--- config.mk ---
export PLATFORM = sky130hd
export DESIGN_NAME = frame_deframer_hash_check_top
export DESIGN_NICKNAME = d
export VERILOG_FILES = /design/src/rtl/fdhc_pkg.sv /design/src/rtl/fdhc_core.sv /design/src/rtl/fdhc_queue.sv /design/src/rtl/frame_deframer_hash_check_top.sv
export SDC_FILE = /design/constraint.sdc
export NUM_CORES = 2
export LEC_CHECK = 0
export ABC_AREA = 0
export BUFFER_PORTS_ARGS = -buffer_cell sky130_fd_sc_hd__buf_2
export CORE_AREA = 5 5 413 415
export CTS_BUF_LIST = sky130_fd_sc_hd__clkbuf_4
export DETAILED_ROUTE_END_ITERATION = 10
export DIE_AREA = 0 0 418 420
export PLACE_DENSITY = 0.59
export REMOVE_ABC_BUFFERS = 1
export SLEW_MARGIN = 10
export SYNTH_ARGS = -nofsm -noshare
export SYNTH_HDL_FRONTEND = slang
export SYNTH_SLANG_ARGS = --single-unit
--- constraint.sdc ---
create_clock -name clk -period 23.1 [get_ports clk]
set_clock_uncertainty 0.05 [all_clocks]
set_input_delay 2.31 -clock clk [delete_from_list [all_inputs] [get_ports clk]]
set_output_delay 2.31 -clock clk [all_outputs]
set_load 0.02 [all_outputs]
--- src/rtl/fdhc_pkg.sv ---
// ----------------------------------------------------------------------------
// fdhc_pkg
// Types and constants shared by the frame deframer and hash checker.
// ----------------------------------------------------------------------------
package fdhc_pkg;

	localparam int unsigned HDR_LEN   = 20;
	localparam int unsigned SUM_LEN   = 4;
	localparam int unsigned QDEPTH    = 4;
	localparam int unsigned QPTR_W    = $clog2(QDEPTH);
	localparam int unsigned QCNT_W    = $clog2(QDEPTH + 1);

	localparam logic [1:0] KIND_USER    = 2'd0;
	localparam logic [1:0] KIND_BODY    = 2'd1;
	localparam logic [1:0] KIND_SUMMARY = 2'd2;

	localparam logic [1:0] ST_OK        = 2'd0;
	localparam logic [1:0] ST_SHORT     = 2'd1;
	localparam logic [1:0] ST_TRUNC     = 2'd2;
	localparam logic [1:0] ST_MISMATCH  = 2'd3;

	typedef struct packed {
		logic [1:0]  item_kind;
		logic [7:0]  payload_byte;
		logic [1:0]  frame_status;
		logic [15:0] version_field;
		logic [15:0] command_field;
		logic [63:0] request_ident;
		logic [31:0] user_length;
		logic [31:0] body_length;
		logic [31:0] stored_sum;
		logic [31:0] computed_sum;
		logic        last_of_run;
	} res_t;

	typedef struct packed {
		logic push_pay;
		logic push_sum;
	} push_t;

	typedef struct packed {
		logic [QCNT_W-1:0] level;
		logic              room;
	} qstat_t;

endpackage

--- src/rtl/fdhc_core.sv ---
// ----------------------------------------------------------------------------
// fdhc_core
// Frame state, header capture, running hash and result formation per word.
// ----------------------------------------------------------------------------
module fdhc_core (
	input  logic               clk,
	input  logic               arst_n,
	input  logic               take,
	input  logic [7:0]         data_byte,
	input  logic               end_of_frame,
	output fdhc_pkg::push_t    push,
	output fdhc_pkg::res_t     pay_res,
	output fdhc_pkg::res_t     sum_res
);
	import fdhc_pkg::*;

	localparam logic [2:0] PH_HEADER = 3'd0;
	localparam logic [2:0] PH_USER   = 3'd1;
	localparam logic [2:0] PH_BODY   = 3'd2;
	localparam logic [2:0] PH_SUM    = 3'd3;
	localparam logic [2:0] PH_DONE   = 3'd4;

	logic [2:0]   phase_q, phase_n;
	logic [4:0]   hcnt_q, hcnt_n;
	logic [159:0] hdr_q, hdr_n;
	logic [31:0]  rem_q, rem_n;
	logic [31:0]  hash_q, hash_n;
	logic [31:0]  sum_q, sum_n;
	logic [1:0]   scnt_q, scnt_n;
	logic         is_pay;
	logic [1:0]   status;

	always_comb begin
		phase_n = phase_q;
		hcnt_n  = hcnt_q;
		hdr_n   = hdr_q;
		rem_n   = rem_q;
		hash_n  = hash_q;
		sum_n   = sum_q;
		scnt_n  = scnt_q;
		is_pay  = 1'b0;
		unique case (phase_q)
			PH_HEADER: begin
				if (hcnt_q < 5'(HDR_LEN)) begin
					hdr_n[{hcnt_q, 3'b000} +: 8] = data_byte;
				end
				hcnt_n = hcnt_q + 5'd1;
				if (hcnt_n == 5'(HDR_LEN)) begin
					if (hdr_n[127:96] != 32'd0) begin
						phase_n = PH_USER;
						rem_n   = hdr_n[127:96];
					end else if (hdr_n[159:128] != 32'd0) begin
						phase_n = PH_BODY;
						rem_n   = hdr_n[159:128];
					end else begin
						phase_n = PH_SUM;
					end
				end
			end
			PH_USER, PH_BODY: begin
				is_pay = 1'b1;
				hash_n = (hash_q << 7) + (hash_q << 1) + hash_q + {24'd0, data_byte};
				rem_n  = rem_q - 32'd1;
				if (rem_n == 32'd0) begin
					if (phase_q == PH_USER && hdr_q[159:128] != 32'd0) begin
						phase_n = PH_BODY;
						rem_n   = hdr_q[159:128];
					end else begin
						phase_n = PH_SUM;
					end
				end
			end
			PH_SUM: begin
				sum_n[{scnt_q, 3'b000} +: 8] = data_byte;
				scnt_n = scnt_q + 2'd1;
				if (scnt_q == 2'(SUM_LEN - 1)) begin
					phase_n = PH_DONE;
				end
			end
			default: begin
			end
		endcase
	end

	always_comb begin
		priority if (phase_n == PH_HEADER) begin
			status = ST_SHORT;
		end else if (phase_n == PH_DONE) begin
			status = (sum_n == hash_n) ? ST_OK : ST_MISMATCH;
		end else begin
			status = ST_TRUNC;
		end
	end

	always_comb begin
		pay_res              = '0;
		pay_res.item_kind    = (phase_q == PH_USER) ? KIND_USER : KIND_BODY;
		pay_res.payload_byte = data_byte;
		pay_res.last_of_run  = ~end_of_frame;

		sum_res               = '0;
		sum_res.item_kind     = KIND_SUMMARY;
		sum_res.frame_status  = status;
		sum_res.version_field = hdr_n[15:0];
		sum_res.command_field = hdr_n[31:16];
		sum_res.request_ident = hdr_n[95:32];
		sum_res.user_length   = hdr_n[127:96];
		sum_res.body_length   = hdr_n[159:128];
		sum_res.stored_sum    = sum_n;
		sum_res.computed_sum  = hash_n;
		sum_res.last_of_run   = 1'b1;

		push.push_pay = take & is_pay;
		push.push_sum = take & end_of_frame;
	end

	always_ff @(posedge clk or negedge arst_n) begin
		if (!arst_n) begin
			phase_q <= PH_HEADER;
			hcnt_q  <= '0;
			hdr_q   <= '0;
			rem_q   <= '0;
			hash_q  <= '0;
			sum_q   <= '0;
			scnt_q  <= '0;
		end else if (take) begin
			if (end_of_frame) begin
				phase_q <= PH_HEADER;
				hcnt_q  <= '0;
				hdr_q   <= '0;
				rem_q   <= '0;
				hash_q  <= '0;
				sum_q   <= '0;
				scnt_q  <= '0;
			end else begin
				phase_q <= phase_n;
				hcnt_q  <= hcnt_n;
				hdr_q   <= hdr_n;
				rem_q   <= rem_n;
				hash_q  <= hash_n;
				sum_q   <= sum_n;
				scnt_q  <= scnt_n;
			end
		end
	end

endmodule

--- src/rtl/fdhc_queue.sv ---
// ----------------------------------------------------------------------------
// fdhc_queue
// Small result queue that takes up to two results in a cycle and gives one.
// ----------------------------------------------------------------------------
module fdhc_queue (
	input  logic              clk,
	input  logic              arst_n,
	input  fdhc_pkg::push_t   push,
	input  fdhc_pkg::res_t    pay_res,
	input  fdhc_pkg::res_t    sum_res,
	input  logic              pop,
	output logic              head_valid,
	output fdhc_pkg::res_t    head,
	output fdhc_pkg::qstat_t  stat
);
	import fdhc_pkg::*;

	res_t              mem_q [QDEPTH];
	logic [QPTR_W-1:0] wp_q, rp_q, wp_sum;
	logic [QCNT_W-1:0] cnt_q;
	logic              do_pop;

	assign wp_sum     = wp_q + QPTR_W'(push.push_pay);
	assign do_pop     = pop & (cnt_q != '0);
	assign head_valid = (cnt_q != '0);
	assign head       = mem_q[rp_q];
	assign stat.level = cnt_q;
	assign stat.room  = (cnt_q <= QCNT_W'(QDEPTH - 2));

	always_ff @(posedge clk) begin
		for (int e = 0; e < QDEPTH; e++) begin
			if (push.push_pay && wp_q == QPTR_W'(e)) begin
				mem_q[e] <= pay_res;
			end else if (push.push_sum && wp_sum == QPTR_W'(e)) begin
				mem_q[e] <= sum_res;
			end
		end
	end

	always_ff @(posedge clk or negedge arst_n) begin
		if (!arst_n) begin
			wp_q  <= '0;
			rp_q  <= '0;
			cnt_q <= '0;
		end else begin
			wp_q  <= wp_q + QPTR_W'(push.push_pay) + QPTR_W'(push.push_sum);
			rp_q  <= rp_q + QPTR_W'(do_pop);
			cnt_q <= cnt_q + QCNT_W'(push.push_pay) + QCNT_W'(push.push_sum)
				- QCNT_W'(do_pop);
		end
	end

endmodule

--- src/rtl/frame_deframer_hash_check_top.sv ---
// ----------------------------------------------------------------------------
// frame_deframer_hash_check_top
// Length-prefixed frame deframer with a multiplicative hash check.
// ----------------------------------------------------------------------------
// A result is registered in the queue and can be taken in the cycle after the
// word that causes it. Throughput: one word per cycle, set by the state update
// and the four-entry result queue; a final word that also carries payload queues
// two results, and the queue accepts words while at least two entries are free.
// Reset: arst_n clears the frame state and empties the result queue.
// ----------------------------------------------------------------------------
module frame_deframer_hash_check_top (
	input  logic        clk,
	input  logic        arst_n,
	input  logic        in_valid,
	output logic        in_ready,
	input  logic [7:0]  data_byte,
	input  logic        end_of_frame,
	output logic        out_valid,
	input  logic        out_ready,
	output logic [1:0]  item_kind,
	output logic [7:0]  payload_byte,
	output logic [1:0]  frame_status,
	output logic [15:0] version_field,
	output logic [15:0] command_field,
	output logic [63:0] request_ident,
	output logic [31:0] user_length,
	output logic [31:0] body_length,
	output logic [31:0] stored_sum,
	output logic [31:0] computed_sum,
	output logic        last_of_run
);
	import fdhc_pkg::*;

	push_t  push;
	res_t   pay_res, sum_res, head;
	qstat_t stat;
	logic   take;

	assign in_ready = stat.room;
	assign take     = in_valid & in_ready;

	fdhc_core u_core (
		.clk          (clk),
		.arst_n       (arst_n),
		.take         (take),
		.data_byte    (data_byte),
		.end_of_frame (end_of_frame),
		.push         (push),
		.pay_res      (pay_res),
		.sum_res      (sum_res)
	);

	fdhc_queue u_queue (
		.clk        (clk),
		.arst_n     (arst_n),
		.push       (push),
		.pay_res    (pay_res),
		.sum_res    (sum_res),
		.pop        (out_ready),
		.head_valid (out_valid),
		.head       (head),
		.stat       (stat)
	);

	assign item_kind     = head.item_kind;
	assign payload_byte  = head.payload_byte;
	assign frame_status  = head.frame_status;
	assign version_field = head.version_field;
	assign command_field = head.command_field;
	assign request_ident = head.request_ident;
	assign user_length   = head.user_length;
	assign body_length   = head.body_length;
	assign stored_sum    = head.stored_sum;
	assign computed_sum  = head.computed_sum;
	assign last_of_run   = head.last_of_run;

	a_level_bound: assert property (@(posedge clk) disable iff (!arst_n)
		stat.level <= QCNT_W'(QDEPTH))
		else $error("result queue level exceeds its depth");

	a_eof_gives_summary: assert property (@(posedge clk) disable iff (!arst_n)
		take && end_of_frame |=> out_valid)
		else $error("no result queued after a final word");

	a_payload_clean: assert property (@(posedge clk) disable iff (!arst_n)
		out_valid && item_kind != KIND_SUMMARY |->
		frame_status == ST_OK && computed_sum == 32'd0 && stored_sum == 32'd0)
		else $error("payload result carries summary fields");

	a_summary_last: assert property (@(posedge clk) disable iff (!arst_n)
		out_valid && item_kind == KIND_SUMMARY |-> last_of_run && payload_byte == 8'd0)
		else $error("summary result is not marked last");

endmodule

### Yosys cells after proc, flatten, opt, wreduce, memory -nomap -nowiden

Memories as Yosys holds them, arrays and structs flattened.
Cells that the tools add are included.

* bits in registers: 273
* input bits: 13
* memories: 1
* output and inout bits: 239
* memory bits (writable): 948
* logic and storage cells: 146

* multiplexer cells: 64
* magnitude comparators: 2
* equality and inequality tests: 15
* reductions and logical operators: 27
* add/sub/neg operators: 14
* bitwise operators: 9
* shift-type cells: 4

Memory list
* u_queue.mem_q: words 4, bits a word 237, read ports 1, clocked after memory_dff 0, wr ports 2, RTL line fdhc_queue.sv:18 `res_t mem_q [QDEPTH];`

Operators with widths (number)
* $mux 237: 6
* $mux 160: 4
* $reduce_or 237->1: 2
* $mux 32: 10
* $bwmux 160: 1
* $shift 8x10->160 const A: 1
* $shiftx 8x10->160: 1
* $reduce_bool 32->1: 3
* $add 32x32->32: 2
* $pmux 32 s2: 1
* $add 32x8->32: 1
* $bwmux 32: 1
* $eq 32x32->1: 1
* $logic_not 32->1: 1
* $shift 8x7->32 const A: 1
* $shiftx 8x7->32: 1
* $sub 32x1->32 const B: 1
* $mux 1: 26
* $mux 3: 5
* $mux 2: 7
* $eq 2x2->1 const B: 5
* $mux 5: 2
* $neg 8->10: 1
* $logic_and 1x1->1: 9
* other kinds (26): 42

### Longest topological paths before layout

* depth in word-level cells: 15
* gate-level depth with buffers: 20

### Modules after synthesis

Synthesis repeated with hierarchy kept, for this count alone.

* cell total of the unflattened synthesis: 5678
* area total of the unflattened synthesis: 72056.6 µm²

By module, submodules not included
* fdhc_queue: instances 1, seq. area each 28642.5 µm², cells an instance 3240, area an instance 51086.5 µm²
* fdhc_core: instances 1, seq. area each 6656.4 µm², cells an instance 2437, area an instance 20963.9 µm²
* frame_deframer_hash_check_top: instances 1, seq. area each 0.0 µm², cells an instance 1, area an instance 6.3 µm²

### Worst setup path after synthesis

OpenSTA, ideal clock, no wires.

* path kind: input-to-reg
* start: input in_valid
* end: memory u_queue.mem_q[0][0] (netlist name), enable pin
* path buffers: 2
* cell stages on the path: 8
* arrival: 20.579 ns
* data required time: 21.868 ns
* path slack: 1.289 ns
* cells stage by stage: and2_1 -> clkbuf_1 -> nand2_1 -> inv_1 -> ha_1 -> clkbuf_1 -> nand2_1 -> o31ai_1

RTL lines
* start, declared: RTL line frame_deframer_hash_check_top.sv:14 `input logic in_valid,`
* end, declared: RTL line fdhc_queue.sv:18

==> metrics <==
register area 35,200 um2; hold_buf cts 0; crit end category flop; Synth top area share 0.485; Initial Utilization 0.349; DP Wirelength 112,000 um; Yosys cell types 98; crit path cell chain buf_2 > buf_4 > inv_1 > fa_1 > inv_1 > ha_1 > ha_1 > inv_1 > fa_1 > and2b_1 > o2111ai_2 > a2111oi_1 > o21ai_0 > a31oi_1 > xnor2_1 > nand2_1 > nor4_1 > nand4_1 > nor4_4 > a211oi_1; number of global-route vias before repair 41,657; Compound-Gate Fraction of Synth Area 0.0839; Syn. warnings 0; maximum vdd ir drop 0.0954 mV; worst-margin pin slew 1.20 ns; Post-Syn Area 58,000 um2; gr usage total 0.202; total core area 166,000 um2; die area 176,000 um2; CP Data Required Time 24.06 ns; status finished clean; Most used DFF post-synth edfxtp_1; Final GP Congestion 0.898; Clock Sinks 1,221; flops & latches, synth 1,221; data arrival time of the worst path 8.47 ns; Synth Area in XOR/XNOR 0.0136; gr ovfl total 0; Worst path slowest cell a2111oi_1; post-synthesis adder-cell area fraction 0.0284; largest cells by area after synthesis edfxtp_1 (49%), dfrtp_1 (12%), mux4_2 (9.2%); Most common cell on crit path inv_1; Setup Fix Bufs, Post-CTS 0; main combinational cell family by area after synthesis simple AND/OR/NAND/NOR gates; DRT iter0 DRCs 4,123; H-tree Lvls 5; PwrDens 130 nW/um2; wirelength, routed 180,000 um; pre-CTS WS 14.38 ns; layout cells sized above 1 0.217; Post-Synth Simple-Gate Area 0.134; Die W 418 um; post-DR wirelength/cell 23.5 um; Vias/cell 5.41; max incr delay on CP 1.03 ns; fraction of registers with async set or reset after synthesis 0.224; clock slew at reported path FFs 0.06 ns; post-route ant nets 0; clk_lat worst skew 1.34 ns; cell with the most instances after synthesis nor2_1; Gates resized, CTS repair 0; first-pass GRT wire length 269,000 um; DR vias 41,332; design area 65,900 um2; CTS max path bufs 4; Fill cells 16,178; Placement Cell Area 61,400 um2; Mapped Avg Cell Area 12.0 um2; final net count 5,295; I/O Buffers 251; Pre-antenna DRT Iters 5; post-synthesis sequential area ratio 0.607; Peak Freq 0.133 GHz; Crit Path Max Fanout 20; total CTS buffers 346; WS Path Type input pin to flop; Lkg Pwr 23.6 nW; Tcrit/Tclk final 0.325; area leader, netlist edfxtp_1; num rows 150; Commonest cells post-synth nor2_1 (1,139), edfxtp_1 (937), nand2_1 (393); worst hold slack 0.403 ns; Top Ports 252; critical path launch point type input pin; pin count of the biggest net entering global routing 130; Multi-input gate area 21,100 um2; Period minus WS final 7.51 ns; setup slack after layout 15.59 ns; CTS root buf clkbuf_4; hold crit path type flop to flop; max-slew violation count 0; Post-synth EDFFs 937; initial antenna violation count 5; RSZ-0062 raised after global routing no; Finish-stage setup viols 0; Die Ht 420 um; CTS tree yes; mux contribution to synthesized area 0.102; Slew HR 0.185; setup_tns 0 ns; MaxCap Viol Count 0; # DRC 0; Syn Inst Count 4,835; area growth from synthesis to layout 13.7%; Final Hold Fails 0
==> layout make-up <==
| cell class | instances | area share |
|---|---|---|
| clock buffer | 549 | 0.0625 |
| clock inverter | 56 | 0.00528 |
| timing repair buffer | 326 | 0.0289 |
| sequential | 1221 | 0.534 |
| inverter | 115 | 0.00666 |
| tap | 2204 | 0.0418 |
| multi-input combinational | 3161 | 0.320 |
| antenna | 10 | 0.000380 |
==> power breakdown <==
part | internal [mW] | switching [mW] | leakage (nW)
combinational | 1.16 | 2.43 | 8.45
sequential | 2.75 | 0.215 | 12.5
clock | 1.13 | 0.917 | 2.69
==> cells in the final DEF, fill, tap and decap left out, drive strengths merged, types with 24 or more instances in the layout <==
cell type | Yosys | layout
nor2b | 24 | 24
edfxtp | 937 | 937
ha | 77 | 77
clkinv | 3 | 52
o22ai | 37 | 37
xor2 | 31 | 31
dfrtp | 273 | 273
nand2 | 395 | 395
fa | 34 | 34
buf | 82 | 326
nor4 | 29 | 29
clkbuf | 256 | 549
nor3 | 101 | 101
mux2i | 53 | 53
inv | 112 | 114
nor2 | 1141 | 1141
mux4 | 237 | 237
o21ai | 271 | 271
a21oi | 246 | 246
nand3 | 49 | 49
a31oi | 33 | 33
xnor2 | 59 | 59
a22oi | 40 | 40
nand4 | 33 | 33
a211oi | 32 | 32
==> worst paths after layout <==
check,end,from,slack [ns],cells after the start
worst max-delay path,u_queue.mem_q[2][225],data_byte[2],15.59,20
worst min-delay path,u_queue.mem_q[2][232],u_queue.mem_q[2][232],0.40,2
worst max register to register,u_queue.mem_q[2][225],u_core.hash_q[2],16.95,18
worst min register to register,u_queue.mem_q[2][232],u_queue.mem_q[2][232],0.40,2
max in group asynchronous,u_core.rem_q[20],arst_n,20.48,2
min in group asynchronous,u_core.hash_q[13],arst_n,1.00,1
==> stage by stage <==
step           cells  utilization  total power [mW]
6_report        7642        0.396              8.59
5_1_grt         7640        0.396              9.07
3_5_place_dp    7027        0.369              6.63
4_1_cts         7632        0.396              8.70
3_3_place_gp    7027        0.369              6.61
2_1_floorplan   4497            -              5.60
==> state kept, by name, summed over array words and instances, names as in the netlist <==
signal and flops:
u_queue.mem_q 948, u_core.scnt_q 2, u_queue.wp_q 2, u_core.rem_q 32, u_core.phase_q 3, u_queue.rp_q 2
u_core.hdr_q 160, u_core.hash_q 32, u_core.sum_q 32, u_queue.cnt_q 3, u_core.hcnt_q 5
==> worst max-delay path, delay by kind of cell <==
kind | cells | cell delay [ns]
AOI/OAI and AO/OA | 5 | 2.11
adders and majority gates | 4 | 1.46
and+or+nand+nor | 5 | 1.45
buffers and inverters | 5 | 0.87
xor gates and xnor gates | 1 | 0.19
==> routing by layer <==
layer	routed length (um)	up-vias	track usage	share of wire
li1	-	18500	-	-
met1	72000	20817	0.257	0.40
met2	89000	1682	0.339	0.50
met3	12000	331	0.0416	0.067
met4	6640	2	0.0774	0.037
met5	13	-	0	0.000072
==> logic make-up after synthesis <==
family / after synthesis
xor gates and xnor gates: 90
muxes: 294
DFF: 1221
adders and majority gates: 111
and+or+nand+nor: 1861
buffers and inverters: 453
AOI/OAI and AO/OA: 805
Power figures use the tool's default switching activity.
